**src/hdl/bdim_pkg.sv**
```systemverilog
// ----------------------------------------------------------------------------
// bdim_pkg
// shared types, codes and defaults of the block distribution id mapper
// ----------------------------------------------------------------------------
package bdim_pkg;

    // defaults for the top level parameters
    localparam int MAX_GROUPS_DEF = 16;
    localparam int ID_BITS_DEF    = 32;
    localparam int PE_BITS_DEF    = 16;

    // fixed field widths
    localparam int DATA_W   = 48;
    localparam int SIZE_W   = 32;
    localparam int PE_W     = 16;
    localparam int SPAN_W   = 16;
    localparam int STRIDE_W = 32;
    localparam int DIV_N_W  = 48;
    localparam int DIV_D_W  = 33;
    localparam int QUEUE_DEPTH = 2;

    // operation codes
    localparam logic [1:0] OP_ADD     = 2'd0;
    localparam logic [1:0] OP_ID2SLOT = 2'd1;
    localparam logic [1:0] OP_SLOT2ID = 2'd2;
    localparam logic [1:0] OP_LOC2ID  = 2'd3;

    // status codes
    localparam logic [2:0] ST_OK     = 3'd0;
    localparam logic [2:0] ST_FULL   = 3'd1;
    localparam logic [2:0] ST_BAD_PE = 3'd2;
    localparam logic [2:0] ST_BAD_ID = 3'd3;
    localparam logic [2:0] ST_OVF    = 3'd4;

    typedef struct packed {
        logic [1:0]        op;
        logic [SIZE_W-1:0] group_size;
        logic [PE_W-1:0]   first_pe;
        logic [PE_W-1:0]   last_pe;
        logic [DATA_W-1:0] item_id;
        logic [PE_W-1:0]   pe_index;
    } t_in_item;

    typedef struct packed {
        logic [DATA_W-1:0] value;
        logic [2:0]        status;
    } t_out_item;

    // classified command held in the queue
    typedef struct packed {
        t_in_item   item;
        logic [2:0] pre_status;
    } t_cmd;

    typedef struct packed {
        logic empty;
        logic full;
    } t_q_stat;

    typedef struct packed {
        logic               start;
        logic [DIV_N_W-1:0] dividend;
        logic [DIV_D_W-1:0] divisor;
    } t_div_req;

    typedef struct packed {
        logic               done;
        logic [DIV_N_W-1:0] quot;
        logic [DIV_D_W-1:0] rem;
    } t_div_rsp;

endpackage

```
**src/hdl/bdim_front.sv**
```systemverilog
// ----------------------------------------------------------------------------
// bdim_front
// accepts input transfers, checks PE fields and pushes commands into the queue
// ----------------------------------------------------------------------------
module bdim_front import bdim_pkg::*; #(
    parameter int PE_BITS = PE_BITS_DEF
) (
    input  logic            i_valid,
    input  t_in_item        i_item,
    input  logic [PE_W-1:0] i_np,
    input  t_q_stat         i_q,
    output logic            o_stall,
    output logic            o_push,
    output t_cmd            o_cmd
);

    function automatic logic bad_pe(input logic [PE_W-1:0] pe, input logic [PE_W-1:0] np);
        logic [PE_W:0] ext;
        ext = {1'b0, pe};
        return (pe >= np) || ((ext >> PE_BITS) != '0);
    endfunction

    // transfer whenever the queue has room
    assign o_stall = i_q.full;
    assign o_push  = i_valid && !i_q.full;

    // early status for PE range errors
    always_comb begin
        o_cmd.item       = i_item;
        o_cmd.pre_status = ST_OK;
        case (i_item.op)
            OP_ADD: begin
                if (bad_pe(i_item.first_pe, i_np) || bad_pe(i_item.last_pe, i_np)) begin
                    o_cmd.pre_status = ST_BAD_PE;
                end
            end
            OP_LOC2ID: begin
                if (bad_pe(i_item.pe_index, i_np)) begin
                    o_cmd.pre_status = ST_BAD_PE;
                end
            end
            default: o_cmd.pre_status = ST_OK;
        endcase
    end

endmodule

```
**config.mk**
```make
export PLATFORM = sky130hd
export DESIGN_NAME = bdim_front
export DESIGN_NICKNAME = d
export VERILOG_FILES = /design/src/hdl/bdim_pkg.sv /design/src/hdl/bdim_front.sv
export SDC_FILE = /design/constraint.sdc
export NUM_CORES = 1
export LEC_CHECK = 0
export BUFFER_PORTS_ARGS = -buffer_cell sky130_fd_sc_hd__clkbuf_2
export CORE_AREA = 4 4 109 111
export DETAILED_ROUTE_END_ITERATION = 10
export DIE_AREA = 0 0 113 115
export SYNTH_ARGS = -nofsm -noshare
export SYNTH_HDL_FRONTEND = slang
export SYNTH_SLANG_ARGS = --single-unit
```
**constraint.sdc**
```tcl
create_clock -name vclk -period 1.23
set_input_delay 0.0615 -clock vclk [all_inputs]
set_output_delay 0.0615 -clock vclk [all_outputs]
set_load 0.01 [all_outputs]
```
Word-level counts from Yosys, hierarchy flattened
Index checks and enable logic that the tools add are counted.
- output and inout bits: 135
- register bits: 0
- bits of input ports: 149
- equality and inequality tests: 1
- magnitude comparators: 3
- multiplexer cells: 3
- reduce and logical (&&, ||, !) cells: 4
- operators by type and width (cell ; number):
    $ge 16x16->1 ; 3
    $pmux 3 s2 ; 1
    $mux 2 ; 2
    $eq 2x2->1 const B ; 1
    $logic_not 2->1 ; 1
    $logic_and 1x1->1 ; 1
    $logic_not 1->1 ; 1
    $logic_or 1x1->1 ; 1

Depth between registers and ports, before layout
- depth after elaboration: 4
- mapped depth: 8
- gate-level depth less buffers: 8

Least setup slack after synthesis
Ideal clock, no wire load.
- kind: input to output
- start: input port i_np[13]
- end: output port o_cmd[1] (netlist name)
- arrival: 1272 ps
- path buffers: 0
- stages on the path: 8
- path slack: -103 ps
- cell sequence: inv_1 -> ha_1 -> a21o_1 -> a21o_1 -> a221oi_2 -> nand4_1 -> nor3_2 -> o32ai_1
- RTL lines (element ; RTL line ; RTL):
    start: declaration ; bdim_front.sv:10 ; input logic [PE_W-1:0] i_np,
    end: declaration ; bdim_front.sv:14 ; output t_cmd o_cmd

==> run metrics <==
Final Net Count=490; clk_buf instances=0; startpoint class of the critical path=primary input; Final Wtd Congestion=0.780; sequential-to-total area share from yosys stat=0%; drt first pass iters=3; Via density=3.98; post-CTS setup buffers=0; status=finished with violations; Power Dens Cells=360 nW/um^2; failing checks=setup timing; Final period util=131%; Tot Pwr=831 uW; DRT antenna net count=0; Hold Vio Cnt, Final=0; Worst Setup End Kind=primary output; number of global-route vias before repair=1774; CP arrival=1550 ps; total track usage=8.86%; GRT overflow=0; register area=0 um^2; max frequency=619 MHz; first-pass GRT wire length=9200 um; setup violators final=1; WL/cell=14.8 um; post-layout util=21.4%; leakage=1.31 nW; Synth cell types=26; Initial Util=19.6%; setup TNS=-384 ps; antenna violations before repair=0; synthesized area per cell=7.69 um^2; total of warnings raised by yosys=0; row count=38; Die Area=13000 um^2; unrepaired setup endpoints after global routing=yes; port bufs=121; area grow syn2layout=9.17%; final worst setup slack=-384 ps; DR DRC count=0; Hold WC Path Type=primary input to primary output; Slew Limit Fails=0; vias=1709; die height=115 um; VDD IR max=109 uV; number of diodes=0; max_cap viols=0; chip width=113 um; fraction of layout cells with a size suffix above 1=62.6%; pin count of the biggest net entering global routing=4; CP Class=primary input to primary output; initial drt markers=33; cells after synthesis=275; core area=10800 um^2; # fillers=1233; CTS Hold Buffers Added=0; data required time of the worst path=1170 ps; fin crit period=1610 ps; num sequential=0; critical path peak fanout=3; Post-DP HPWL=6030 um; routed wire length=6350 um; # IOs=284; mapped cell area=2120 um^2
path summary, 6_finish.rpt:
kind	startpoint	to	cells past startpoint
worst max-delay path	i_np[0]	o_cmd[1]	8
worst min-delay path	i_item[17]	o_cmd[20]	0
synth_stat cells:
cell	number	share of area [%]
o22ai_1	1	0.30
nor3_2	1	0.47
o311ai_0	2	0.83
nand3_1	1	0.24
o32ai_1	1	0.41
nand2_1	9	1.6
ha_1	50	30
conb_1	1	0.18
inv_1	21	3.7
a21o_1	6	2.1
a21oi_1	12	2.8
o211ai_1	1	0.35
nand2b_1	1	0.30
a31o_2	1	0.41
nor2b_1	2	0.59
o21ai_0	5	1.2
nand4_1	6	1.8
a221oi_1	1	0.41
and2_1	1	0.30
a22o_1	1	0.41
a221oi_2	1	0.71
a211oi_1	3	1.1
nor2_1	9	1.6
nor3_1	4	0.95
o211a_1	1	0.47
buf_4	133	47
where the power goes:
part	leakage (nW)	total (mW)	internal (mW)	switching [mW]
logic	1.31	0.831	0.410	0.421
clock network	0	0	0	0
registers	0	0	0	0
cell families (layout without fill, tap and decap cells):
family | Yosys count | in the layout | synth area share, %
other | 1 | 2 | 0.177
adder cells (fa/ha/maj) | 50 | 50 | 29.6
buffers and inverters | 154 | 167 | 50.9
AND/OR/NAND/NOR | 34 | 34 | 7.81
AO/OA/AOI/OAI | 36 | 36 | 11.5
placed cells by master (no fill, tap or decap), types with 2 or more instances in the layout:
cell and n:
a211oi_2 3, a21o_1 6, a21oi_1 10, a21oi_2 2
a221oi_2 2, buf_4 25, clkbuf_2 118, conb_1 2
ha_1 41, ha_4 8, inv_1 16, inv_2 3
nand2_1 8, nand4_1 6, nor2_1 7, nor2_2 2
nor3_1 2, nor3_2 3, o21ai_0 2, o21ai_2 2
o311ai_2 2
critical path, cell delays in order:
cell,delay [ps]
clkbuf_2,150
ha_1,290
a31o_2,210
a211oi_2,250
o211ai_1,140
a21oi_1,200
o32ai_2,120
buf_2,150
cell type report:
type,count,area (um^2),area share [%]
multi-input cells,122,1230,53.3
well taps,140,175,7.58
repair buffers,146,810,35.0
inverters,21,93.8,4.06
repair_timing:
| action | CTS | global route |
|---|---|---|
| setup endpoints to repair | 1 | 1 |
| resized for setup | 15 | 20 |
| pin swaps | 10 | 18 |
stage by stage:
| stage | cell area [um^2] | hold slack (ps) | std cells | worst slack, ps |
|---|---|---|---|---|
| 2_1_floorplan | 2170 | 169 | 276 | -41.5 |
| 3_3_place_gp | 2140 | 123 | 429 | -524 |
| 3_5_place_dp | 2140 | 123 | 429 | -531 |
| 4_1_cts | 2210 | 123 | 429 | -434 |
| 5_1_grt | 2310 | 123 | 429 | -495 |
| 6_report | 2310 | 123 | 429 | -384 |
layer usage:
metal,part of all wire [%],track usage [%]
met2,50,16.5
met3,11,2.32
met1,35,9.59
met5,0,0
met4,3.8,3.37
No activity file was read; power rests on OpenSTA's default activity.
