--- config.mk ---
export PLATFORM = sky130hd
export DESIGN_NAME = bdim_queue
export DESIGN_NICKNAME = d
export VERILOG_FILES = /design/src/hdl/bdim_pkg.sv /design/src/hdl/bdim_queue.sv
export SDC_FILE = /design/constraint.sdc
export NUM_CORES = 1
export LEC_CHECK = 0
export BUFFER_PORTS_ARGS = -buffer_cell sky130_fd_sc_hd__buf_2
export CAP_MARGIN = 20
export CORE_MARGIN = 10
export CORE_UTILIZATION = 35
export DETAILED_ROUTE_END_ITERATION = 8
export GPL_ROUTABILITY_DRIVEN = 0
export SYNTH_ARGS = -nofsm -noshare
export SYNTH_HDL_FRONTEND = slang
export SYNTH_SLANG_ARGS = --single-unit
--- constraint.sdc ---
create_clock -name i_clk -period 11.01 [get_ports i_clk]
set_input_delay 2.202 -clock i_clk [delete_from_list [all_inputs] [get_ports i_clk]]
set_output_delay 2.202 -clock i_clk [all_outputs]
set_load 0.02 [all_outputs]
--- src/hdl/bdim_pkg.sv ---
// ----------------------------------------------------------------------------
// bdim_pkg
// shared types, codes and defaults of the block distribution id mapper
// ----------------------------------------------------------------------------
package bdim_pkg;

    // defaults for the top level parameters
    localparam int MAX_GROUPS_DEF = 16;
    localparam int ID_BITS_DEF    = 32;
    localparam int PE_BITS_DEF    = 16;

    // fixed field widths
    localparam int DATA_W   = 48;
    localparam int SIZE_W   = 32;
    localparam int PE_W     = 16;
    localparam int SPAN_W   = 16;
    localparam int STRIDE_W = 32;
    localparam int DIV_N_W  = 48;
    localparam int DIV_D_W  = 33;
    localparam int QUEUE_DEPTH = 2;

    // operation codes
    localparam logic [1:0] OP_ADD     = 2'd0;
    localparam logic [1:0] OP_ID2SLOT = 2'd1;
    localparam logic [1:0] OP_SLOT2ID = 2'd2;
    localparam logic [1:0] OP_LOC2ID  = 2'd3;

    // status codes
    localparam logic [2:0] ST_OK     = 3'd0;
    localparam logic [2:0] ST_FULL   = 3'd1;
    localparam logic [2:0] ST_BAD_PE = 3'd2;
    localparam logic [2:0] ST_BAD_ID = 3'd3;
    localparam logic [2:0] ST_OVF    = 3'd4;

    typedef struct packed {
        logic [1:0]        op;
        logic [SIZE_W-1:0] group_size;
        logic [PE_W-1:0]   first_pe;
        logic [PE_W-1:0]   last_pe;
        logic [DATA_W-1:0] item_id;
        logic [PE_W-1:0]   pe_index;
    } t_in_item;

    typedef struct packed {
        logic [DATA_W-1:0] value;
        logic [2:0]        status;
    } t_out_item;

    // classified command held in the queue
    typedef struct packed {
        t_in_item   item;
        logic [2:0] pre_status;
    } t_cmd;

    typedef struct packed {
        logic empty;
        logic full;
    } t_q_stat;

    typedef struct packed {
        logic               start;
        logic [DIV_N_W-1:0] dividend;
        logic [DIV_D_W-1:0] divisor;
    } t_div_req;

    typedef struct packed {
        logic               done;
        logic [DIV_N_W-1:0] quot;
        logic [DIV_D_W-1:0] rem;
    } t_div_rsp;

endpackage

--- src/hdl/bdim_queue.sv ---
// ----------------------------------------------------------------------------
// bdim_queue
// short command queue between the front and the back
// ----------------------------------------------------------------------------
module bdim_queue import bdim_pkg::*; (
    input  logic    i_clk,
    input  logic    i_rst_n,
    input  logic    i_push,
    input  t_cmd    i_cmd,
    input  logic    i_pop,
    output t_cmd    o_cmd,
    output t_q_stat o_stat
);

    localparam int PW = $clog2(QUEUE_DEPTH);

    t_cmd          r_buf [QUEUE_DEPTH];
    logic [PW-1:0] r_wr;
    logic [PW-1:0] r_rd;
    logic [PW:0]   r_cnt;

    assign o_cmd       = r_buf[r_rd];
    assign o_stat.empty = (r_cnt == '0);
    assign o_stat.full  = (r_cnt == (PW+1)'(QUEUE_DEPTH));

    // pointers and fill count
    always_ff @(posedge i_clk) begin
        if (!i_rst_n) begin
            r_wr  <= '0;
            r_rd  <= '0;
            r_cnt <= '0;
        end else begin
            if (i_push) begin
                r_wr <= r_wr + PW'(1);
            end
            if (i_pop) begin
                r_rd <= r_rd + PW'(1);
            end
            r_cnt <= r_cnt + (PW+1)'(i_push) - (PW+1)'(i_pop);
        end
    end

    // storage
    always_ff @(posedge i_clk) begin
        if (i_push) begin
            r_buf[r_wr] <= i_cmd;
        end
    end

endmodule

After elaboration in Yosys (flattened, before gate mapping):

Memories as Yosys holds them, arrays and structs flattened. A register that Yosys moved wholly into a read port is not among the register bits.
Cells that the tools add are included.

* input port bits: 137
* memories: 1
* bits in registers: 4
* bits in writable memories: 266

* equality and inequality tests: 1
* muxes and demuxes: 4
* reduce and logical (&&, ||, !) cells: 1
* add/sub/neg operators: 4

Memory list
* r_buf: depth 2, width 133, read ports 1, clocked after Yosys merged registers in 1, wr ports 1, RTL line bdim_queue.sv:17 `t_cmd r_buf [QUEUE_DEPTH];`

Operator list (count)
* 1-bit two-way mux: 4
* 1-bit adder, second input constant: 2
* 2-bit by 1-bit adder with 2-bit output: 1
* 2-bit equality test, second input constant: 1
* 2-bit zero test: 1
* 2-bit by 1-bit subtractor with 2-bit output: 1

Logic depth before layout (Yosys ltp):

* depth in word-level cells: 3
* depth in mapped cells: 6
* depth with buffers taken out: 6

Worst setup path after synthesis:

Ideal clock, no wire load.

* path type: input -> register
* from: input port i_push
* to: memory r_buf[0][0] (netlist bit), enable pin
* data arrival time: 7.995 ns
* cell stages on the path: 1
* required time: 10.367 ns
* slack: 2.372 ns
* path through: nor2b_1

* word-level cells in the longest chain between the ends: 2

Ends and longest elaborated chain
* start, declared: RTL line bdim_queue.sv:8 `input logic i_push,`
* 1-bit two-way mux: RTL line bdim_queue.sv:45 `if (i_push) begin`
* 1-bit two-way mux (implied by the code): RTL line bdim_queue.sv:46 `r_buf[r_wr] <= i_cmd;`
* end, declared: RTL line bdim_queue.sv:17

Every way passes these cells.

==> impl_results.rst <==
.. list-table::
   :header-rows: 1

   * - Metric
     - Value
   * - Setup slack on the worst flop-to-flop path
     - 8.52 ns
   * - Arrival time at the worst endpoint
     - 2.63 ns
   * - Worst hold-check path type
     - register to register
   * - Number of different library cells in the post-synthesis netlist
     - 14
   * - Worst IR drop on VDD
     - 0.130 mV
   * - Net total in the final layout
     - 866
   * - Remaining Overflow, GRT
     - 0
   * - Area occupied by multi-input gates
     - 0.00189 mm²
   * - Synthesized netlist net count
     - 574
   * - Fmax
     - 207 MHz
   * - # IOs
     - 272
   * - Filler instances
     - 2,516
   * - Warnings, synthesis
     - 0
   * - Termination of the worst setup path
     - o_cmd[121]
   * - Static leakage
     - 4.88 nW
   * - Clock sinks
     - 271
   * - Worst reg2reg endpoint
     - r_buf[1][96]$_DFFE_PP_
   * - Setup repair after global routing missed its margin
     - no
   * - Number of register bits inferred by synthesis
     - 271
   * - Die area
     - 0.0361 mm²
   * - DR pass1 iterations
     - 4
   * - Wire length of the first global-routing pass
     - 31,900 µm
   * - Post-CTS setup buffers
     - 0
   * - Highest fanout seen on the critical path
     - 56
   * - Initial standard-cell utilization of the core
     - 35.3%
   * - Cells after synthesis
     - 435
   * - Placement Rows
     - 62
   * - Ratio of cells with drive above 1 in the final layout
     - 60.0%
   * - Via count of the first global-routing pass
     - 5,453
   * - WL/cell
     - 18.8 µm
   * - Area growth from synthesis to final layout
     - 25.8%
   * - Worst slack after detailed placement
     - 6.43 ns
   * - Combined flip-flop and latch cell area
     - 0.00809 mm²
   * - Setup-violating endpoint count in the final report
     - 0
   * - Dpl cell area
     - 0.0119 mm²
   * - Outcome
     - complete, no violations
   * - Worst Slack Setup Final
     - 6.18 ns
   * - Iteration-0 DRC count of the detailed router
     - 192
   * - Worst-margin pin slew
     - 1.05 ns
   * - Sum of routed wire length over all layers
     - 21,300 µm
   * - Relative slew slack
     - 29.9%
   * - Remaining antenna violation count
     - 0
   * - Final hold slack
     - 0.586 ns
   * - TritonCTS clock tree
     - yes
   * - Share of the clock period used by the worst path
     - 43.8%
   * - Number of levels in the clock H-tree
     - 1
   * - Number of vias after detailed routing
     - 4,953
   * - Area fraction of the dominant cell type after synthesis
     - 79.0%
   * - Core outline area
     - 0.0286 mm²
   * - Register area share after synthesis
     - 80.0%
   * - Total routing usage reported by global routing
     - 11.2%
   * - Clock latency reported for the late side of the worst-skew pair
     - 0.53 ns
   * - Count of pins over their slew limit
     - 0
   * - Critical Path Start Type
     - register
   * - Final-layout setup total negative slack
     - 0 ns
   * - Inserted Clock Buffers
     - 29
   * - Count of max-cap constraint violations
     - 0
   * - Maximum clock skew at final layout
     - 0.00944 ns
   * - Top cells by area, synth
     - sky130_fd_sc_hd__edfxtp_1 (79%), sky130_fd_sc_hd__mux2_4 (10%), sky130_fd_sc_hd__mux2_2 (7.0%), sky130_fd_sc_hd__buf_6 (1.0%), sky130_fd_sc_hd__dfxtp_1 (0.99%)
   * - Count of final hold-check violations
     - 0
   * - Endpoint required time on the critical path
     - 8.81 ns
   * - Number of antenna violations at the first check in global routing
     - 2
   * - Clock-pin slew on the worst setup and hold paths
     - 0.05 ns
   * - Pin count of the biggest net entering global routing
     - 72
   * - Die width
     - 190 µm
   * - Worst r2r path cells
     - 2
   * - R2R Path Start
     - r_wr$_SDFFE_PN0P_
   * - Cell chosen for the clock root
     - sky130_fd_sc_hd__clkbuf_16
   * - Number of gates resized after CTS
     - 0
   * - Overall die height
     - 190 µm
   * - Capturing element type of the critical path
     - output pin
   * - Port bufs
     - 271
   * - Leading area contributor after synthesis
     - sky130_fd_sc_hd__edfxtp_1
   * - Via-to-Cell Ratio
     - 4.38
   * - Mapped Avg Cell Area
     - 23.2 µm²
   * - Combined area of all synthesized cells
     - 0.0101 mm²
   * - Pwr/cell area
     - 187 mW/mm²
   * - Finished layout cell area
     - 0.0127 mm²
   * - Number of buffers on the longest clock path
     - 3
   * - Min cycle time layout
     - 4.83 ns
   * - Util after Layout
     - 44.4%
   * - Number of DRC violations after detailed routing
     - 0
   * - Post-detailed-placement half-perimeter wirelength
     - 14,500 µm
   * - Category of the most critical setup path
     - register to output pin
   * - Hold bufs inserted after CTS
     - 0
[power breakdown]
group          total (mW)  switching (mW)  leakage [nW]  internal, mW
Clock               0.869           0.362         0.415         0.506
Sequential           1.21          0.0157          2.54          1.19
Combinational       0.295           0.168          1.92         0.127
Total                2.37           0.546          4.88          1.83
[cell usage after synthesis (all sizes together)]
master	count
buf	15
ha	2
xnor3	1
mux2	133
o21a	1
inv	2
dfxtp	5
nor2	1
xor2	1
edfxtp	266
and2	4
nor2b	4
[cells in the final DEF, fill, tap and decap left out, drive strengths merged]
master,Yosys,routed
bufinv,0,1
xor2,1,1
diode,0,1
clkinv,0,9
ha,2,2
clkbuf,0,40
buf,15,276
dfxtp,5,5
o21a,1,1
edfxtp,266,266
and2,4,4
mux2,133,133
xnor3,1,1
inv,2,3
nor2,1,1
nor2b,4,4
[critical path, stage by stage, from the launching register on]
cell                      delay [ns]
sky130_fd_sc_hd__dfxtp_4        0.57
sky130_fd_sc_hd__buf_4          0.82
sky130_fd_sc_hd__mux2_2         0.45
sky130_fd_sc_hd__buf_2          0.17
[metal layers]
layer / vias to the layer above / share of wire [%] / GRT usage [%] / wire length (µm)
li1: 2317 / - / - / -
met4: 2 / 1.4 / 2.84 / 297
met2: 187 / 48 / 18.5 / 10300
met5: - / 0.052 / 0 / 11
met1: 2420 / 41 / 13.5 / 8640
met3: 27 / 9.5 / 4.34 / 2030
[cell type report]
cell class              count  share of cell area (%)
clock buffers              40                    6.03
well taps                 384                    3.78
flip-flops and latches    271                    63.6
diodes                      1                  0.0197
inverters                   2                  0.0590
repair buffers            276                    11.0
multi-input cells         147                    14.9
clock inverters            11                   0.650
[worst min-delay path by stage]
stage	cells after the start	endpoint	start
after global routing	2	register	r_rd$_SDFFE_PN0P_
after detailed placement	2	register	r_rd$_SDFFE_PN0P_
after floorplan	2	register	r_rd$_SDFFE_PN0P_
after CTS	2	r_rd$_SDFFE_PN0P_	r_rd$_SDFFE_PN0P_
final	2	register	r_rd$_SDFFE_PN0P_
after global placement	2	register	r_rd$_SDFFE_PN0P_
[registers in the layout, indices dropped and copies added, names as in the netlist, named ones only]
name	cells
r_buf	266
r_wr	1
r_cnt	2
r_rd	1
[cells by family (layout without fill, tap and decap cells)]
family	after synthesis	after routing	synth area share, %
flops	271	271	80.0
mux	133	133	17.4
buf+inv	17	329	1.37
simple gates	9	9	0.532
fa+ha+maj	2	2	0.248
xor+xnor	2	2	0.310
compound gates	1	1	0.0743
other cells	0	1	0
[through the flow]
step                power [mW]  std cells
floorplan                 1.43        435
CTS                       2.41       1131
global route              2.47       1131
finish                    2.37       1132
global placement          1.53       1080
detailed placement        1.53       1080
Power figures use the tool's default switching activity.
