==> src/hdl/bdim_pkg.sv <==
// ----------------------------------------------------------------------------
// bdim_pkg
// shared types, codes and defaults of the block distribution id mapper
// ----------------------------------------------------------------------------
package bdim_pkg;

    // defaults for the top level parameters
    localparam int MAX_GROUPS_DEF = 16;
    localparam int ID_BITS_DEF    = 32;
    localparam int PE_BITS_DEF    = 16;

    // fixed field widths
    localparam int DATA_W   = 48;
    localparam int SIZE_W   = 32;
    localparam int PE_W     = 16;
    localparam int SPAN_W   = 16;
    localparam int STRIDE_W = 32;
    localparam int DIV_N_W  = 48;
    localparam int DIV_D_W  = 33;
    localparam int QUEUE_DEPTH = 2;

    // operation codes
    localparam logic [1:0] OP_ADD     = 2'd0;
    localparam logic [1:0] OP_ID2SLOT = 2'd1;
    localparam logic [1:0] OP_SLOT2ID = 2'd2;
    localparam logic [1:0] OP_LOC2ID  = 2'd3;

    // status codes
    localparam logic [2:0] ST_OK     = 3'd0;
    localparam logic [2:0] ST_FULL   = 3'd1;
    localparam logic [2:0] ST_BAD_PE = 3'd2;
    localparam logic [2:0] ST_BAD_ID = 3'd3;
    localparam logic [2:0] ST_OVF    = 3'd4;

    typedef struct packed {
        logic [1:0]        op;
        logic [SIZE_W-1:0] group_size;
        logic [PE_W-1:0]   first_pe;
        logic [PE_W-1:0]   last_pe;
        logic [DATA_W-1:0] item_id;
        logic [PE_W-1:0]   pe_index;
    } t_in_item;

    typedef struct packed {
        logic [DATA_W-1:0] value;
        logic [2:0]        status;
    } t_out_item;

    // classified command held in the queue
    typedef struct packed {
        t_in_item   item;
        logic [2:0] pre_status;
    } t_cmd;

    typedef struct packed {
        logic empty;
        logic full;
    } t_q_stat;

    typedef struct packed {
        logic               start;
        logic [DIV_N_W-1:0] dividend;
        logic [DIV_D_W-1:0] divisor;
    } t_div_req;

    typedef struct packed {
        logic               done;
        logic [DIV_N_W-1:0] quot;
        logic [DIV_D_W-1:0] rem;
    } t_div_rsp;

endpackage

==> src/hdl/bdim_div.sv <==
// ----------------------------------------------------------------------------
// bdim_div
// restoring divider, one quotient bit per cycle
// ----------------------------------------------------------------------------
module bdim_div import bdim_pkg::*; (
    input  logic     i_clk,
    input  logic     i_rst_n,
    input  t_div_req i_req,
    output t_div_rsp o_rsp
);

    localparam int CNT_W = $clog2(DIV_N_W + 1);

    logic               r_busy;
    logic               r_done;
    logic [CNT_W-1:0]   r_cnt;
    logic [DIV_N_W-1:0] r_quot;
    logic [DIV_D_W-1:0] r_rem;
    logic [DIV_D_W-1:0] r_den;
    logic [DIV_D_W:0]   rem_sh;
    logic [DIV_D_W+1:0] diff;
    logic               ge;

    // trial subtract
    always_comb begin
        rem_sh = {r_rem, r_quot[DIV_N_W-1]};
        diff   = {1'b0, rem_sh} - (DIV_D_W+2)'(r_den);
        ge     = !diff[DIV_D_W+1];
    end

    assign o_rsp.done = r_done;
    assign o_rsp.quot = r_quot;
    assign o_rsp.rem  = r_rem;

    // control
    always_ff @(posedge i_clk) begin
        if (!i_rst_n) begin
            r_busy <= 1'b0;
            r_done <= 1'b0;
            r_cnt  <= '0;
        end else begin
            r_done <= 1'b0;
            if (i_req.start) begin
                r_busy <= 1'b1;
                r_cnt  <= CNT_W'(DIV_N_W);
            end else if (r_busy) begin
                r_cnt <= r_cnt - CNT_W'(1);
                if (r_cnt == CNT_W'(1)) begin
                    r_busy <= 1'b0;
                    r_done <= 1'b1;
                end
            end
        end
    end

    // datapath
    always_ff @(posedge i_clk) begin
        if (i_req.start) begin
            r_quot <= i_req.dividend;
            r_rem  <= '0;
            r_den  <= i_req.divisor;
        end else if (r_busy) begin
            r_quot <= {r_quot[DIV_N_W-2:0], ge};
            r_rem  <= ge ? diff[DIV_D_W-1:0] : rem_sh[DIV_D_W-1:0];
        end
    end

endmodule

==> config.mk <==
export PLATFORM = sky130hd
export DESIGN_NAME = bdim_div
export DESIGN_NICKNAME = d
export VERILOG_FILES = /design/src/hdl/bdim_pkg.sv /design/src/hdl/bdim_div.sv
export SDC_FILE = /design/constraint.sdc
export NUM_CORES = 1
export LEC_CHECK = 0
export BUFFER_PORTS_ARGS = -buffer_cell sky130_fd_sc_hd__buf_2
export CAP_MARGIN = 40
export CORE_ASPECT_RATIO = 1.5
export CORE_MARGIN = 4
export CORE_UTILIZATION = 23
export CTS_BUF_LIST = sky130_fd_sc_hd__clkbuf_4
export CTS_CLUSTER_DIAMETER = 30
export CTS_CLUSTER_SIZE = 10
export DETAILED_ROUTE_END_ITERATION = 8
export PLACE_DENSITY_LB_ADDON = 0.2
export SKIP_LAST_GASP = 1
export SLEW_MARGIN = 20
export SYNTH_ARGS = -nofsm -noshare
export SYNTH_HDL_FRONTEND = slang
export SYNTH_SLANG_ARGS = --single-unit
==> constraint.sdc <==
create_clock -name i_clk -period 5.95 [get_ports i_clk]
set_input_delay 0.8925 -clock i_clk [delete_from_list [all_inputs] [get_ports i_clk]]
set_output_delay 0.8925 -clock i_clk [all_outputs]
set_load 0.01 [all_outputs]
======== Yosys cells after proc, flatten, opt, wreduce, memory -nomap -nowiden ========
Index checks and enable logic that the tools add are counted.
operators by class
  order comparisons ....................... 0
  $add $sub $neg .......................... 2
  divide/modulo/power cells ............... 0
  shift operators ......................... 0
  bitwise operators ....................... 2
  equality and inequality tests ........... 1
  multiply operators ...................... 0
  muxes and demuxes ....................... 9
  reduce and logical (&&, ||, !) cells .... 4
operators by type and width
  cell                                                                count
  48-bit 2-to-1 mux                                                   2
  34-bit by 33-bit subtractor with 35-bit output                      1
  33-bit 2-to-1 mux                                                   1
  6-bit 2-to-1 mux                                                    2
  6-bit by 1-bit == test with 1-bit output, second input constant     1
  6-bit by 1-bit subtractor with 6-bit output, second input constant  1
  1-bit 2-to-1 mux                                                    4
  3-bit OR reduction                                                  1
  1-bit inverter                                                      2
  2-bit nonzero test                                                  1
  2-bit OR reduction                                                  1
  1-bit zero test                                                     1
storage, ports and cells
  memory bits (writable) .................. 0
  logic and storage cells ................. 25
  output and inout port bits .............. 82
  register bits ........................... 122
  input bits .............................. 84
  bits in latches ......................... 0
  memories ................................ 0
  ROM bits ................................ 0

======== Depth between registers and ports, before layout ========
Gate-level depths: netlist of run 1.
  word-level depth ........................ 4
  depth in mapped cells ................... 14
  depth with buffers taken out ............ 13

======== Worst setup path before layout of run 1 ========
OpenSTA, ideal clock, no wires.
  kind .................................... reg-to-reg
  from .................................... register r_quot[47]
  to ...................................... register r_quot[0] (data pin)
  buffers on the path ..................... 1
  stages on the path, launching flop included .. 13
  required time ........................... 5690 ps
  path slack .............................. 3043 ps
  library setup time ...................... 260 ps
  clock period less this slack ............ 2907 ps
  data arrival time ....................... 2647 ps
  cell sequence ........................... edfxtp_1 inv_1 ha_1 inv_1 fa_1 a21o_1 a31o_1 a31oi_4 o21ai_4 a41oi_4 a21oi_2 buf_2 mux2_2
between the ends
  word-level cells in the longest chain between the ends .. 4
RTL lines
  item                                            RTL line        text
  start: declaration                              bdim_div.sv:17  logic [DIV_N_W-1:0] r_quot;
  start signal: assignment                        bdim_div.sv:59  r_quot <= i_req.dividend;
  start signal: assignment                        bdim_div.sv:63  r_quot <= {r_quot[DIV_N_W-2:0], ge};
  34-bit by 33-bit subtractor with 35-bit output  bdim_div.sv:27  diff = {1'b0, rem_sh} - (DIV_D_W+2)'(r_den);
  1-bit zero test                                 bdim_div.sv:28  ge = !diff[DIV_D_W+1];
  48-bit 2-to-1 mux                               bdim_div.sv:62  end else if (r_busy) begin
  48-bit 2-to-1 mux                               bdim_div.sv:58  if (i_req.start) begin
Every way passes these cells. The select of a mux whose other input is x is not followed.
A chain may end at the register's enable or synchronous reset.

======== Final worst setup path of run 1 ========
  from .................................... register r_quot[47]
  to ...................................... register r_rem[1]
between the ends
  word-level cells in the longest chain between the ends .. 2
RTL lines
  item                                            RTL line        text
  34-bit by 33-bit subtractor with 35-bit output  bdim_div.sv:27
  33-bit 2-to-1 mux                               bdim_div.sv:64  r_rem <= ge ? diff[DIV_D_W-1:0] : rem_sh[DIV_D_W-1:0];
  end signal: assignment                          bdim_div.sv:64
  end: declaration                                bdim_div.sv:18  logic [DIV_D_W-1:0] r_rem;
Every way passes these cells.

==> qor.txt, run 1 <==
Detailed Routing Iterations Pass 1 -> 5
status -> finished, final reports clean
sequential share of power -> 0.478
FP Rows -> 76
CTS Buf Count -> 17
CTS resizes -> 0
MaxCap Viol Count -> 0
Async SR Flop Fraction -> 0
Comb power frac -> 0.223
All-Layer GR Usage -> 0.1208
sequential share of the synthesized area -> 0.4858
Synth Area in Adders -> 0.06839
Skew-Pair Late Insertion Delay -> 600 ps
highest routing layer actually used -> met4
largest family of logic cells by synthesized area -> compound AO/OA/AOI/OAI gates
WP data arrival -> 3850 ps
CP max stage cell -> a21oi_4
Reg-to-Reg Start -> r_quot[47]$_DFFE_PP_
clock sink count -> 122
hold_sp -> i_req[0]
CP max stage delay -> 630 ps
Reg area -> 3254 sq um
initial core utilization -> 0.2332
setup TNS -> 0 ps
Syn Area/Cell -> 10.94 sq um
setup repair after global routing missed its margin -> no
area grow syn2layout -> 23.54%
routed wire length on met3 -> 1.003 mm
NetSw -> 0.6922 mW
Via density -> 4.348
period utilization -> 0.5695
first-pass GRT wire length -> 29.85 mm
Synth Instances -> 612
main flop type after synthesis -> edfxtp_1
CP Class -> flop to flop
CTS tree -> yes
Met2 Wirelength -> 10.03 mm
RePlAce Congestion -> 0.7829
Max Slew Vio Count -> 0
Final Util -> 0.2881
DRC errors left -> 0
CP max FO -> 22
most frequent cells in the layout -> 164 x buf_2, 81 x edfxtp_1, 48 x mux2_2
clk root buf -> clkbuf_4
# fillers -> 3112
die height -> 217.0 um
post-synthesis simple-gate area fraction -> 0.09473
routed wire length per instance -> 15.95 um
Iter 0 DRT Violations -> 227
highest clock frequency the design can meet -> 295.1 MHz
commonest non-fill, non-tap cell in the layout -> buf_2
crit path launch -> r_quot[47]$_DFFE_PP_
DIE AREA -> 31970 sq um
Non-Filler Instances -> 1183
antenna violations before repair -> 1
Post-CTS Hold Buffers -> 0
VDD IR max -> 106.7 uV
sw frac -> 0.3216
Worst-path clk slew -> 130 ps
Die X -> 147.3 um
Post-synth EDFFs -> 81
Setup Viol. Count Final -> 0
Leak -> 3.435 nW
Final HPWL DP -> 14.28 mm
core area -> 28720 sq um
Pwr per Cell Area -> 260.2 nW/um^2
Final Hold Vio Count -> 0
Synth Area in XOR/XNOR -> 0.04316
cell breakdown of the critical path -> inv_1 -> ha_1 -> inv_1 -> fa_1 -> a21o_1 -> a31o_1 -> a31oi_4 -> o21ai_4 -> a41oi_4 -> a21oi_4 -> buf_4 -> mux2i_1 -> a211oi_1
layout cell share with drive strength beyond 1 -> 0.3371
Multi-input gate area -> 3169 sq um
Cell Area, Synth -> 6696 sq um
Int Pwr -> 1.460 mW
GR Overflow Total -> 0
routed wire length -> 18.87 mm
CP Launch Type -> flop
htree depth -> 4
fin crit period -> 3389 ps
M1 WL -> 7.512 mm
largest net degree at the start of global routing -> 62
Yosys reg bits -> 122
Crit. End Element -> flop
via total after detailed routing -> 5144
IO Pins -> 166
nets@finish -> 899
clk_skew -> 28.91 ps
cell mode on critical path -> inv_1
antenna-violating nets left -> 0
Cell Count Post-Placement -> 1150
Ys Warns -> 0
number of buffers added on ports -> 165
Synth Net Count -> 732
Max-slew headroom -> 0.4692
mux share of post-synthesis cell area -> 0.1138
worst-margin pin slew -> 796.2 ps
number of global-route vias before repair -> 5436
Worst Hold Class -> input port to flop
WP data required -> 6410 ps
Clock Tree Buf Depth -> 2
clock share of power -> 0.299
unique cell type count in the Yosys netlist -> 65
complex-gate fraction of the synthesized area -> 0.1521
postcts setup bufs -> 0
per-stage QoR:
stage	hold slack [ps]	instance area, sq um	setup slack (ps)	total power, mW
6_report	464.3	8273	2561	2.153
5_1_grt	369.1	8273	2245	2.293
4_1_cts	359.3	8270	2482	2.207
3_5_place_dp	500.9	7974	2519	1.537
3_3_place_gp	485.7	7939	2623	1.538
2_1_floorplan	468.5	6696	3043	1.364
cells by family after synthesis:
| kind of cell | after synthesis |
|---|---|
| AO/OA/AOI/OAI | 146 |
| AND/OR/NAND/NOR | 137 |
| flip-flops | 122 |
| multiplexers | 70 |
| buffers and inverters | 68 |
| adder cells (fa/ha/maj) | 36 |
| XOR/XNOR | 33 |
layer usage:
metal / vias to the layer above / GRT usage
li1: 2571 / -
met1: 2433 / 0.1323
met2: 121 / 0.2162
met3: 19 / 0.04020
met4: 0 / 0.04478
met5: - / 0
flip-flops by register name, indices dropped and copies added (netlist names):
name / flops
r_den: 33
r_quot: 48
r_done: 1
r_busy: 1
r_rem: 33
r_cnt: 6
worst paths after layout:
kind | end | slack (ps) | depth (start not counted)
max | r_rem[1]$_SDFFE_PP0P_ | 2560 | 13
min | r_den[0]$_DFFE_PP_ | 460 | 1
max reg2reg | r_rem[1]$_SDFFE_PP0P_ | 2560 | 13
min reg2reg | r_cnt[1]$_SDFFE_PP0P_ | 520 | 2
critical path, delay by kind of cell (launching register included):
| family | cells | cell delay, ps |
|---|---|---|
| AO/OA/AOI/OAI | 7 | 1640 |
| flip-flops | 1 | 390 |
| multiplexers | 1 | 250 |
| adder cells (fa/ha/maj) | 2 | 410 |
| buffers and inverters | 3 | 560 |
cell usage after synthesis, drive strengths merged (4+ instances only):
cell type	instances	area, sq um
ha	35	437.9
nor3	13	65.06
buf	10	63.80
edfxtp	81	2432
nor2b	5	31.28
a21oi	47	242.7
a31oi	5	46.29
nand2	38	142.6
dfxtp	41	820.8
o21bai	5	37.54
o21a	6	45.04
o21ai	23	133.9
nand3	7	35.03
nor2	44	165.2
xnor2	23	201.4
a21o	10	75.07
mux2i	21	210.2
inv	45	168.9
mux2	49	551.8
and2	6	37.54
nand2b	4	25.02
a211oi	22	165.2
clkbuf	13	48.80
o211ai	4	30.03
and3	9	56.30
xor2	10	87.58
power by group through the flow:
stage	clock network [mW]	logic, mW	registers (mW)
2_1_floorplan	0	0.300	1.06
3_3_place_gp	0	0.488	1.05
3_5_place_dp	0	0.489	1.05
4_1_cts	0.685	0.490	1.03
5_1_grt	0.717	0.535	1.04
6_report	0.643	0.481	1.03
layout make-up:
cell class | instances | area share
timing repair buffer | 171 | 0.1080
sequential | 122 | 0.3934
tap | 390 | 0.05898
antenna | 1 | 0.0003025
inverter | 45 | 0.02042
multi-input combinational | 422 | 0.3831
clock inverter | 14 | 0.01951
clock buffer | 18 | 0.01633
(Power assumes the default switching activity.)
==> inputs of run 2 (changes only) <==
==> constraint.sdc (replaced) <==
create_clock -name i_clk -period 3.2 [get_ports i_clk]
set_input_delay 0.48 -clock i_clk [delete_from_list [all_inputs] [get_ports i_clk]]
set_output_delay 0.48 -clock i_clk [all_outputs]
set_load 0.01 [all_outputs]
==> run 2 against run 1 <==
  * Die area stayed put
  * Non-clock buffer count increased by 45
  * Maximum frequency rose by 11%
  * Setup slack got worse by 2400 ps
  * Largest power group unchanged
  * Register-to-register slack got worse by 2400 ps
  * Sequential share of layout area shrank 2.0 points
  * Largest cell class unchanged
==> qor.txt, run 2 (synthesized netlist as in run 1, its figures left out) <==
Die X -> 147.3 um
Max Slew Vio Count -> 0
WP data required -> 3690 ps
hold slack final -> 166.1 ps
register with the most flip-flops -> r_quot
routed wire length -> 19.35 mm
M1 GR Usage -> 0.1285
area grow syn2layout -> 30.23%
period utilization -> 0.9511
Crit. End Element -> flop
Via density -> 4.379
GR Layer Usage met2 -> 0.2323
CP Depth -> 14
via total after detailed routing -> 5373
Worst-path clk slew -> 160 ps
antenna violations before repair -> 1
Skew-Pair Late Insertion Delay -> 620 ps
layout cell share with drive strength beyond 1 -> 0.3349
CTS Buf Count -> 17
die height -> 217.0 um
nets@finish -> 944
initial core utilization -> 0.2332
number of buffers added on ports -> 165
commonest non-fill, non-tap cell in the layout -> buf_2
cell mode on critical path -> inv_1
CP max FO -> 4
worst setup path end -> r_rem[32]$_SDFFE_PP0P_
CP max stage cell -> edfxtp_1
VDD IR max -> 205.5 uV
antenna-violating nets left -> 0
CP Launch Type -> flop
top flop regs -> r_quot x48, r_den x33, r_rem x33
largest net degree at the start of global routing -> 60
met3 Track Usage GR -> 0.03895
DRC errors left -> 0
Non-Filler Instances -> 1227
highest clock frequency the design can meet -> 328.6 MHz
cell family with most CP delay -> compound AO/OA/AOI/OAI gates
clk_skew -> 46.98 ps
routed wire length per instance -> 15.77 um
R2R depth -> 14
Worst Path Buf+Inv -> 3
GR Overflow Total -> 0
WP data arrival -> 3540 ps
DIE AREA -> 31970 sq um
Clock Tree Buf Depth -> 2
Tot Pwr -> 3.978 mW
Pwr per Cell Area -> 456.2 nW/um^2
core area -> 28720 sq um
clock sink count -> 122
clk root buf -> clkbuf_4
fin crit period -> 3044 ps
most frequent cells in the layout -> 164 x buf_2, 81 x edfxtp_1, 48 x mux2_2
status -> finished, final reports clean
FP Rows -> 76
CTS tree -> yes
Max-slew headroom -> 0.6283
Most Crowded Layer GR -> met2
CP Class -> flop to flop
Detailed Routing Iterations Pass 1 -> 4
All-Layer GR Usage -> 0.1249
cell breakdown of the critical path -> inv_1 -> ha_1 -> inv_1 -> fa_2 -> a21o_1 -> a31o_1 -> a31oi_4 -> o21ai_4 -> a41oi_4 -> buf_4 -> o21ai_2 -> mux2_1 -> a31oi_1 -> nor3_1
htree depth -> 4
Final HPWL DP -> 14.47 mm
Worst Hold Class -> input port to flop
number of global-route vias before repair -> 5721
# fillers -> 3101
FF-to-FF setup slack -> 160 ps
RePlAce Congestion -> 0.7919
first-pass GRT wire length -> 30.88 mm
Reg-to-Reg Start -> r_quot[47]$_DFFE_PP_
Leak -> 3.623 nW
crit path launch -> r_quot[47]$_DFFE_PP_
CP max stage delay -> 420 ps
Iter 0 DRT Violations -> 222
reg2reg end -> r_rem[32]$_SDFFE_PP0P_
Setup Viol. Count Final -> 0
MaxCap Viol Count -> 0
Cell Count Post-Placement -> 1153
max reg flops -> 48
Final Hold Vio Count -> 0
IO Pins -> 166
worst-margin pin slew -> 557.5 ps
==> run 2: changes by cell type in the layout (fill, tap and decap cells not counted), sizes merged <==
cell / before / now
dlygate4sd3: 0 / 34
buf: 171 / 182
inv: 51 / 50
clkinv: 4 / 6
bufinv: 2 / 1
clkbuf: 18 / 17
==> run 2: cell type report <==
cell class	instances	area (sq um)	share of cell area
antenna	1	2.502	0.0002869
clock buffer	17	127.6	0.01463
tap	390	488.0	0.05595
clock inverter	14	140.1	0.01607
inverter	45	168.9	0.01937
multi-input combinational	422	3193	0.3661
sequential	122	3254	0.3732
timing repair buffer	216	1346	0.1544
==> run 2: metrics by stage <==
stage / setup TNS, ps / instance area, sq um / worst slack (ps) / utilization
global route: -10.45 / 8721 / -10.45 / 0.3037
floorplan: 0 / 6696 / 293.5 / -
CTS: 0 / 8665 / 13.46 / 0.3017
detailed placement: 0 / 8026 / 45.16 / 0.2795
finish: 0 / 8721 / 156.3 / 0.3037
global placement: 0 / 8026 / 135.7 / 0.2795
==> run 2: power breakdown <==
group | internal, mW | switching, mW
registers | 1.83 | 0.0844
clock network | 0.398 | 0.717
logic | 0.435 | 0.510
total | 2.67 | 1.31
==> run 2: worst reg2reg max path: stages (launching register included) <==
cell and delay, ps:
edfxtp_1 420, inv_1 70, ha_1 160, inv_1 60, fa_2 340, a21o_1 190, a31o_1 250, a31oi_4 220
o21ai_4 120, a41oi_4 260, buf_4 160, o21ai_2 100, mux2_1 330, a31oi_1 180, nor3_1 70
==> run 2: layer usage <==
metal  vias up  share of wire
met5         -              0
met4         0          0.024
met3        22          0.051
met2       130           0.54
met1      2549           0.38
li1       2672              -
==> run 2: how the worst min path moves through the flow <==
stage / from / depth (start not counted) / slack, ps / endpoint
2_1_floorplan: r_cnt[1]$_SDFFE_PP0P_ / 2 / 470 / r_cnt[1]$_SDFFE_PP0P_
3_3_place_gp: r_rem[23]$_SDFFE_PP0P_ / 2 / 500 / r_rem[23]$_SDFFE_PP0P_
3_5_place_dp: r_cnt[1]$_SDFFE_PP0P_ / 2 / 500 / r_cnt[1]$_SDFFE_PP0P_
4_1_cts: i_req[80] / 2 / 60 / r_quot[47]$_DFFE_PP_
5_1_grt: i_req[36] / 2 / 80 / r_quot[3]$_DFFE_PP_
6_report: i_req[40] / 2 / 170 / r_quot[7]$_DFFE_PP_
==> run 2: what timing repair did <==
action	CTS	global route
buffers inserted	4	4
resized for setup	0	4
endpoints found under the hold margin	34	0
gates cloned	0	0
setup endpoints to repair	15	23
pin swaps	3	6
hold buffers	34	0
==> inputs of run 3 (changes only) <==
--- a/config.mk
+++ b/config.mk
@@ -14,7 +14,7 @@
 export CTS_CLUSTER_DIAMETER = 30
 export CTS_CLUSTER_SIZE = 10
 export DETAILED_ROUTE_END_ITERATION = 8
-export PLACE_DENSITY_LB_ADDON = 0.2
+export GPL_TIMING_DRIVEN = 0
 export SKIP_LAST_GASP = 1
 export SLEW_MARGIN = 20
 export SYNTH_ARGS = -nofsm -noshare
==> run 3 against run 2 <==
  * Sequential power is essentially flat
  * Register-to-register slack worse by 60 ps
  * Cell count shrank 1.2%
  * Non-clock buffer count is 17 lower
  * Maximum frequency fell by 1.9%
  * First-iteration DRC count decreased by 1.8%
  * Clock power is 20% higher
  * Flip-flop and latch count unchanged
  * Critical path type unchanged
  * Largest cell class unchanged
  * Highest routed layer unchanged
==> qor.txt, run 3 (synthesized netlist as in run 1, its figures left out) <==
status -> finished, final reports clean
commonest non-fill, non-tap cell in the layout -> buf_2
Detailed Routing Iterations Pass 1 -> 4
most frequent cells in the layout -> 167 x buf_2, 81 x edfxtp_1, 48 x mux2_2
Clock Tree Buf Depth -> 2
reg2reg end -> r_rem[32]$_SDFFE_PP0P_
VDD IR max -> 368.6 uV
R2R depth -> 14
fin area -> 8539 sq um
area grow syn2layout -> 27.52%
Final Hold Vio Count -> 0
CP max stage cell -> edfxtp_1
All-Layer GR Usage -> 0.1188
CP max stage delay -> 440 ps
htree depth -> 4
Post-CTS Hold Buffers -> 0
highest clock frequency the design can meet -> 322.5 MHz
antenna-violating nets left -> 0
number of global-route vias before repair -> 5434
WP data arrival -> 3520 ps
Worst-path clk slew -> 120 ps
first-pass GRT wire length -> 29.46 mm
clock sink count -> 122
cell family with most CP delay -> compound AO/OA/AOI/OAI gates
Worst Hold Class -> input port to flop
via total after detailed routing -> 5261
clk_skew -> 18.77 ps
antenna violations before repair -> 2
max reg flops -> 48
clk root buf -> clkbuf_4
CP Class -> flop to flop
GR Overflow Total -> 0
Via density -> 4.341
Final HPWL DP -> 14.70 mm
pre-CTS setup slack -> -126.7 ps
hold slack final -> 86.01 ps
hold_sp -> i_req[16]
IO Pins -> 166
period utilization -> 0.9691
DIE AREA -> 31970 sq um
FP Rows -> 76
RePlAce Congestion -> 0.8217
largest net degree at the start of global routing -> 36
Reg-to-Reg Start -> r_quot[47]$_DFFE_PP_
Final Util -> 0.2974
Iter 0 DRT Violations -> 218
cell breakdown of the critical path -> inv_1 -> ha_2 -> inv_2 -> fa_2 -> a21o_1 -> a31o_1 -> a31oi_4 -> o21ai_4 -> a41oi_4 -> buf_12 -> o21ai_4 -> mux2_1 -> a31oi_1 -> nor3_1
register with the most flip-flops -> r_quot
number of buffers added on ports -> 165
Pwr per Cell Area -> 488.0 nW/um^2
nets@finish -> 927
DRC errors left -> 0
Die X -> 147.3 um
CP Launch Type -> flop
Setup Viol. Count Final -> 0
layout cell share with drive strength beyond 1 -> 0.3427
top flop regs -> r_quot x48, r_den x33, r_rem x33
Leak -> 3.551 nW
die height -> 217.0 um
initial core utilization -> 0.2332
Worst Path Buf+Inv -> 3
fin crit period -> 3101 ps
Skew-Pair Late Insertion Delay -> 560 ps
Setup WS post-layout -> 98.79 ps
CTS Buf Count -> 17
MaxCap Viol Count -> 0
CP max FO -> 4
CTS tree -> yes
Cell Area, Placed -> 8058 sq um
cell mode on critical path -> o21ai_4
WHS Endpoint -> r_den[16]$_DFFE_PP_
worst-margin pin slew -> 643.7 ps
WP data required -> 3620 ps
core area -> 28720 sq um
FF-to-FF setup slack -> 100 ps
routed wire length -> 18.99 mm
Crit. End Element -> flop
Max-slew headroom -> 0.5709
Hold Path Stages -> 1
routed wire length per instance -> 15.67 um
Max Slew Vio Count -> 0
## run 3: through the flow
step                      std cells  setup TNS (ps)  power (mW)
after detailed placement       1169           -1309       2.857
final                          1212               0       4.167
after floorplan                 612               0       2.536
after global routing           1212          -160.6       4.394
after global placement         1167          -44170       2.839
after CTS                      1205          -14.09       4.210
## run 3: report_power, final
part | internal (mW) | switching [mW]
Clock | 0.709 | 0.619
Sequential | 1.83 | 0.0815
Combinational | 0.416 | 0.509
Total | 2.96 | 1.21
## run 3: cell type report
cell class	count	area, sq um
inverter	45	168.9
buffer	23	115.1
multi-input combinational	422	3213
fill	3102	20180
clock buffer	19	142.6
sequential	122	3253
antenna	2	5.005
clock inverter	13	200.2
timing repair buffer	176	953.4
tap	390	488.0
## run 3: how the worst max path moves through the flow
stage                          from                     end  cells past startpoint
6_report       r_quot[47]$_DFFE_PP_  r_rem[32]$_SDFFE_PP0P_                     14
5_1_grt        r_quot[47]$_DFFE_PP_  r_rem[28]$_SDFFE_PP0P_                     14
4_1_cts        r_quot[47]$_DFFE_PP_     r_quot[0]$_DFFE_PP_                     12
3_5_place_dp   r_quot[47]$_DFFE_PP_     r_quot[0]$_DFFE_PP_                     12
3_3_place_gp              i_req[81]    r_quot[35]$_DFFE_PP_                      4
2_1_floorplan  r_quot[47]$_DFFE_PP_     r_quot[0]$_DFFE_PP_                     12
## run 3: per-layer routing
layer / up-vias / wire [um] / GRT usage
li1: 2634 / - / -
met4: 0 / 415 / 0.04509
met2: 128 / 10090 / 0.2180
met5: - / 0 / 0
met1: 2471 / 7710 / 0.1321
met3: 28 / 770 / 0.02833
## run 3: worst reg2reg max path: cells and delay by family (launching register included)
family	cells	cell delay (ps)
and+or+nand+nor	1	70
adders and majority gates	2	530
muxes	1	340
AOI/OAI and AO/OA	7	1320
DFF	1	440
buffers and inverters	3	290
## run 3: timing repair
item	CTS	global route
gates resized for setup	3	7
buffers inserted	4	5
endpoints found under the setup margin	29	34
pin swaps	2	9
